$ cat config.mk
export PLATFORM = sky130hd
export DESIGN_NAME = slotted_multichannel_pwm_unit
export DESIGN_NICKNAME = d
export VERILOG_FILES = /design/src/smpwm_pkg.sv /design/src/smpwm_sched.sv /design/src/slotted_multichannel_pwm_unit.sv
export SDC_FILE = /design/constraint.sdc
export NUM_CORES = 1
export LEC_CHECK = 0
export BUFFER_PORTS_ARGS = -buffer_cell sky130_fd_sc_hd__buf_4
export CAP_MARGIN = 20
export CORE_UTILIZATION = 47
export DETAILED_ROUTE_END_ITERATION = 8
export PLACE_DENSITY = 0.73
export SKIP_LAST_GASP = 1
export SLEW_MARGIN = 20
export SYNTH_ARGS = -nofsm -noshare
export SYNTH_HDL_FRONTEND = slang
export SYNTH_HIERARCHICAL = 1
export SYNTH_SLANG_ARGS = --single-unit
$ cat constraint.sdc
create_clock -name clk -period 6.55 [get_ports clk]
set_input_delay 1.31 -clock clk [delete_from_list [all_inputs] [get_ports clk]]
set_output_delay 1.31 -clock clk [all_outputs]
set_load 0.01 [all_outputs]
$ cat src/smpwm_pkg.sv
`timescale 1ns / 1ps

package smpwm_pkg;

    localparam int CHANNELS  = 8;
    localparam int LEN_W     = 16;
    localparam int CHAN_W    = 3;
    localparam int PIN_W     = 8;
    localparam int CFG_IDX_W = 1;
    // slot counter also holds CHANNELS itself (the idle part of the cycle)
    localparam int SLOT_W    = $clog2(CHANNELS + 1);
    localparam int CH_IDX_W  = (CHANNELS > 1) ? $clog2(CHANNELS) : 1;

    localparam logic [LEN_W-1:0] CYCLE_LENGTH_RST = LEN_W'(20000);
    localparam logic [LEN_W-1:0] SLOT_LENGTH_RST  = LEN_W'(2500);
    localparam logic [LEN_W-1:0] LEN_MAX          = '1;

    typedef enum logic [CFG_IDX_W-1:0] {
        CFG_CYCLE_LENGTH = 1'b0,
        CFG_SLOT_LENGTH  = 1'b1
    } cfg_idx_t;

    typedef enum logic {
        KIND_TICK = 1'b0,
        KIND_MARK = 1'b1
    } kind_t;

    typedef struct packed {
        logic [LEN_W-1:0] cycle_length;
        logic [LEN_W-1:0] slot_length;
    } pwm_cfg_t;

    // a length written as zero behaves as one
    function automatic logic [LEN_W-1:0] eff_len(input logic [LEN_W-1:0] v);
        return (v == '0) ? LEN_W'(1) : v;
    endfunction

endpackage

$ cat src/smpwm_sched.sv
`timescale 1ns / 1ps

module smpwm_sched
(
    input  logic                           clk,
    input  logic                           rst_n,
    input  logic                           tick,
    input  smpwm_pkg::pwm_cfg_t            cfg,
    input  logic [smpwm_pkg::LEN_W-1:0]    mark_rd,
    output logic [smpwm_pkg::CH_IDX_W-1:0] slot_idx,
    output logic [smpwm_pkg::CHANNELS-1:0] levels
);
    import smpwm_pkg::*;

    logic [SLOT_W-1:0] slot_number_reg, slot_number_next;
    logic [LEN_W-1:0]  slot_time_reg, slot_time_next;
    logic [LEN_W-1:0]  cycle_time_reg, cycle_time_next;
    logic [LEN_W-1:0]  held_mark_reg, held_mark_next;

    logic [LEN_W-1:0]  slen;
    logic [LEN_W-1:0]  clen;
    logic              in_slot;
    logic [LEN_W-1:0]  sampled;
    logic [LEN_W:0]    slot_time_inc;
    logic              slot_done;

    assign slot_idx = CH_IDX_W'(slot_number_reg);

    always_comb
    begin
        slen    = eff_len(cfg.slot_length);
        clen    = eff_len(cfg.cycle_length);
        in_slot = (slot_number_reg < SLOT_W'(CHANNELS));

        // mark is sampled on the first tick of a slot, clipped to the slot
        if (in_slot && (slot_time_reg == '0))
        begin
            sampled = (mark_rd > slen) ? slen : mark_rd;
        end
        else
        begin
            sampled = held_mark_reg;
        end

        if (in_slot && (slot_time_reg < sampled))
        begin
            levels = CHANNELS'(1) << slot_idx;
        end
        else
        begin
            levels = '0;
        end

        slot_time_inc = {1'b0, slot_time_reg} + (LEN_W+1)'(1);
        slot_done     = (slot_time_inc >= {1'b0, slen});

        slot_number_next = slot_number_reg;
        slot_time_next   = slot_time_reg;
        held_mark_next   = held_mark_reg;
        cycle_time_next  = (cycle_time_reg == LEN_MAX) ? cycle_time_reg
                                                        : cycle_time_reg + LEN_W'(1);

        if (in_slot)
        begin
            if (slot_done)
            begin
                slot_time_next   = '0;
                held_mark_next   = '0;
                slot_number_next = slot_number_reg + SLOT_W'(1);
            end
            else
            begin
                slot_time_next = slot_time_inc[LEN_W-1:0];
                held_mark_next = sampled;
            end
        end

        if ((slot_number_next >= SLOT_W'(CHANNELS)) && (cycle_time_next >= clen))
        begin
            slot_number_next = '0;
            slot_time_next   = '0;
            cycle_time_next  = '0;
            held_mark_next   = '0;
        end
    end

    always_ff @(posedge clk or negedge rst_n)
    begin
        if (!rst_n)
        begin
            slot_number_reg <= '0;
            slot_time_reg   <= '0;
            cycle_time_reg  <= '0;
            held_mark_reg   <= '0;
        end
        else if (tick)
        begin
            slot_number_reg <= slot_number_next;
            slot_time_reg   <= slot_time_next;
            cycle_time_reg  <= cycle_time_next;
            held_mark_reg   <= held_mark_next;
        end
    end

endmodule

$ cat src/slotted_multichannel_pwm_unit.sv
`timescale 1ns / 1ps
// Channel  Handshake              Payload
// in       in_valid / in_ready    kind, channel, mark_value
// out      out_valid / out_ready  pin_levels
// cfg      cfg_wr_en              cfg_index, cfg_data
//
// One beat in per clock while in_ready is high; its result sits in the output register in the next cycle.
// Throughput is set by the single output register: in_ready drops only while
// a result waits and out_ready is low, so a stalled sink holds the input side.
// Reset clears the mark store, the slot counters and the last pin levels at once.

module slotted_multichannel_pwm_unit
(
    input  logic                             clk,
    input  logic                             rst_n,
    input  logic                             in_valid,
    output logic                             in_ready,
    input  logic                             kind,
    input  logic [smpwm_pkg::CHAN_W-1:0]     channel,
    input  logic [smpwm_pkg::LEN_W-1:0]      mark_value,
    output logic                             out_valid,
    input  logic                             out_ready,
    output logic [smpwm_pkg::PIN_W-1:0]      pin_levels,
    input  logic                             cfg_wr_en,
    input  logic [smpwm_pkg::CFG_IDX_W-1:0]  cfg_index,
    input  logic [smpwm_pkg::LEN_W-1:0]      cfg_data
);
    import smpwm_pkg::*;

    pwm_cfg_t            cfg_reg;
    logic [LEN_W-1:0]    mark_store_reg [CHANNELS];
    logic [PIN_W-1:0]    last_levels_reg;
    logic [PIN_W-1:0]    pin_levels_reg, pin_levels_next;
    logic                out_valid_reg;

    logic                in_beat;
    logic                tick;
    logic                mark_wr;
    logic [CH_IDX_W-1:0] slot_idx;
    logic [CHANNELS-1:0] levels;

    assign in_ready  = !out_valid_reg || out_ready;
    assign in_beat   = in_valid && in_ready;
    assign tick      = in_beat && (kind_t'(kind) == KIND_TICK);
    assign mark_wr   = in_beat && (kind_t'(kind) == KIND_MARK)
                       && (32'(channel) < CHANNELS);
    assign out_valid  = out_valid_reg;
    assign pin_levels = pin_levels_reg;

    smpwm_sched u_sched
    (
        .clk      (clk),
        .rst_n    (rst_n),
        .tick     (tick),
        .cfg      (cfg_reg),
        .mark_rd  (mark_store_reg[slot_idx]),
        .slot_idx (slot_idx),
        .levels   (levels)
    );

    // a mark write repeats the levels of the last tick
    assign pin_levels_next = (kind_t'(kind) == KIND_TICK) ? PIN_W'(levels) : last_levels_reg;

    always_ff @(posedge clk or negedge rst_n)
    begin
        if (!rst_n)
        begin
            cfg_reg.cycle_length <= CYCLE_LENGTH_RST;
            cfg_reg.slot_length  <= SLOT_LENGTH_RST;
        end
        else if (cfg_wr_en)
        begin
            unique case (cfg_idx_t'(cfg_index))
                CFG_CYCLE_LENGTH: cfg_reg.cycle_length <= cfg_data;
                CFG_SLOT_LENGTH:  cfg_reg.slot_length  <= cfg_data;
                default:          ;
            endcase
        end
    end

    always_ff @(posedge clk or negedge rst_n)
    begin
        if (!rst_n)
        begin
            for (int i = 0; i < CHANNELS; i++)
            begin
                mark_store_reg[i] <= '0;
            end
        end
        else if (mark_wr)
        begin
            mark_store_reg[CH_IDX_W'(channel)] <= mark_value;
        end
    end

    always_ff @(posedge clk or negedge rst_n)
    begin
        if (!rst_n)
        begin
            out_valid_reg   <= 1'b0;
            last_levels_reg <= '0;
        end
        else
        begin
            if (in_beat)
            begin
                out_valid_reg <= 1'b1;
            end
            else if (out_ready)
            begin
                out_valid_reg <= 1'b0;
            end
            if (tick)
            begin
                last_levels_reg <= PIN_W'(levels);
            end
        end
    end

    always_ff @(posedge clk)
    begin
        if (in_beat)
        begin
            pin_levels_reg <= pin_levels_next;
        end
    end

endmodule

==> results.yml <==
synthesis:
  yosysSeqAreaShare_pct: 45.5
  yosys-top-cells-area: "dfrtp_1 42%, mux2_2 14%, ha_1 7.1%"
  ys_warn_count: 6
  synth_cell_type_count: 68
  synthFlopType: "dfrtp_1"
  synth_top_area_cell: "dfrtp_1"
  synth_nets: 1131
  yosysTopAreaCellShare_pct: 41.5
  synth.avg_cell_area_sq_um: 12.5
  postSynth.asyncResetShare_pct: 96.5
  syn_inst: 1017
  synth-edff-count: 8
  ys_ff_latch: 229
  synth_area_sq_um: 12700
clocking:
  cts-root-buf: "clkbuf_16"
  clock_latency_ns: 0.53
  htree_levels: 1
  cts_hold_buf: 0
  cts_resized: 0
  cts_setup_buffers: 0
  cts_sinks: 229
  cts_buffer_depth: 3
  path_clk_slew_ns: 0.06
  cts_tree: "yes"
  numCtsBuffers: 25
floorplanning:
  rows: 59
  die_w_um: 166
  start_util_pct: 48.4
  die-area_sq_um: 27700
  core_region_area_sq_um: 26300
  dieHeight_um: 166
  io-pin-count: 52
drt:
  drt_iter0_markers: 466
  routed_wl_um: 27600
  final_antenna_net_count: 0
  drc: 0
  wire_per_inst_um: 19.5
  via_per_inst: 5.71
  vias: 8101
  drtPass1Iterations: 6
final_layout:
  antenna_cells: 0
  drive_gt1_share_pct: 32.1
  area_growth_pct: 11.5
  largest_register_ffs: 128
  postLayoutCellArea_sq_um: 14200
  final_core_util_pct: 53.9
  num-nets-final: 1179
grt:
  overflow: 0
  grt_pass1_wl_um: 45500
  grt_usage_pct: 20.6
  antenna_found_initial: 0
  grt_max_degree: 122
  grt_pass1_vias: 8352
placed_design:
  dpl_cell_area_sq_um: 13400
  hpwl_um: 19500
  gp_congestion: 0.872
  numPortBuffers: 51
timing:
  hold_viol: 0
  slew_viol_final: 0
  skew_ns: 0.0106
  fin_crit_sh_pct: 90.9
  fmax_ghz: 0.168
  setup_viol: 0
  worst_slew_pin_slew_ns: 1.09
  relSlewSlack_pct: 27.5
  holdWs_ns: 0.489
  fin_crit_ns: 5.95
  finalSetupTns_ns: 0
  rsz0062_at_grt: "false"
worst_hold_path:
  hold_path_class: "flop to flop"
status:
  status: "completed"
pwr:
  p_leak_nw: 6.31
  total_power_mw: 4.98
  pwr_density_cell_nw_per_um2: 352
  ir_drop_mv: 0.271
setup_path:
  cp-end-kind: "flop"
  path_class: "flop to flop"
  cp.arrival_ns: 6.35
  critPathMaxFanout: 29
  critPathRequiredTime_ns: 6.95
  start_kind: "flop"
job:
  cap_violations: 0
[layout make-up]
cell class / count / area (sq um)
clock inverter: 9 / 57.6
clock buffer: 36 / 717
sequential: 229 / 5780
inverter: 54 / 203
multi-input combinational: 685 / 6430
timing repair buffer: 70 / 558
tap: 335 / 419
fill: 2209 / 12100
[critical path, cell delays in order, from the launching register on]
cell      delay, ns
dfrtp_2        0.48
buf_12         0.28
mux4_2         0.54
mux2_2         0.29
ha_1           0.29
nor2b_1        0.13
o211ai_1       0.09
a2111o_1       0.41
a31oi_4        0.43
buf_4          0.27
mux2i_1        0.29
nor2_1         0.06
a21oi_1        0.14
ha_1           0.25
and4_1         0.21
a221oi_1       0.27
o221ai_1       0.19
or3b_2         0.47
o22a_2         0.32
nor3b_2        0.20
mux2_2         0.17
[logic make-up (layout without fill, tap and decap cells)]
family          count (synthesis)  after routing  synth area share (%)
flops                         229            229                  45.5
buf+inv                       103            169                  3.95
mux                           246            246                  25.0
compound gates                128            128                  6.95
simple gates                  206            206                  9.22
xor+xnor                       33             33                  2.27
fa+ha+maj                      72             72                  7.09
[cells in the mapped netlist (5+ instances only)]
| library cell | n |
|---|---|
| dfrtp_1 | 211 |
| mux2_2 | 153 |
| ha_1 | 72 |
| inv_1 | 54 |
| nor2_1 | 54 |
| nand2_1 | 43 |
| a21oi_1 | 40 |
| mux4_2 | 32 |
| nand3_1 | 25 |
| mux2i_1 | 21 |
| mux2_1 | 20 |
| mux2_4 | 20 |
| xnor2_1 | 20 |
| clkbuf_1 | 19 |
| o21ai_0 | 16 |
| o2bb2ai_1 | 16 |
| nand4_1 | 15 |
| xor2_1 | 13 |
| a22o_1 | 11 |
| buf_2 | 11 |
| nor3_1 | 11 |
| nor4_1 | 11 |
| dfstp_2 | 10 |
| a21o_1 | 9 |
| buf_4 | 8 |
| buf_6 | 8 |
| edfxtp_1 | 8 |
| nand2b_1 | 7 |
| o22ai_1 | 7 |
| nor2b_1 | 6 |
| a211oi_1 | 5 |
| and3_1 | 5 |
[final timing paths]
kind / start / endpoint / slack [ns] / cells past startpoint
min: mark_store_reg[69] / mark_store_reg[69] / 0.49 / 1
max: u_sched/slot_number_reg[0] / pin_levels[0] / 0.60 / 20
max reg2reg: u_sched/slot_number_reg[0] / pin_levels[0] / 0.60 / 20
min reg2reg: mark_store_reg[69] / mark_store_reg[69] / 0.49 / 1
min in group asynchronous: rst_n / mark_store_reg[60] / 0.90 / 1
max in group asynchronous: rst_n / u_sched/slot_time_reg[2] / 4.38 / 2
[stage by stage]
step,setup slack [ns],std cells
floorplan,0.842,1017
global placement,0.766,1373
detailed placement,0.628,1373
CTS,0.608,1418
global route,0.234,1418
finish,0.599,1418
[report_power, final]
part / leakage (nW) / total (mW) / internal, mW / switching, mW
clock network: 0.380 / 1.32 / 0.761 / 0.564
logic: 3.07 / 1.68 / 0.846 / 0.833
registers: 2.86 / 1.98 / 1.75 / 0.231
[routing by layer]
metal / routed length (um) / GRT usage [%] / vias to the layer above / share of wire (%)
met1: 12500 / 28.0 / 4054 / 45
met5: 0 / 0 / - / 0
met3: 954 / 2.66 / 42 / 3.5
met4: 610 / 5.03 / 0 / 2.2
li1: - / - / 3822 / -
met2: 13500 / 34.9 / 183 / 49
[cell usage in the layout (no fill, tap or decap), types with 13 or more instances in the layout]
| cell | instances |
|---|---|
| nand4_1 | 15 |
| o21ai_0 | 16 |
| dfrtp_1 | 210 |
| mux4_2 | 32 |
| inv_1 | 54 |
| xor2_1 | 13 |
| mux2i_1 | 21 |
| nor2_1 | 54 |
| o2bb2ai_1 | 16 |
| xnor2_1 | 20 |
| buf_4 | 67 |
| nand3_1 | 25 |
| mux2_2 | 153 |
| mux2_4 | 20 |
| mux2_1 | 20 |
| ha_1 | 72 |
| clkbuf_16 | 25 |
| nand2_1 | 43 |
| a21oi_1 | 40 |
No activity file was read; power rests on OpenSTA's default activity.
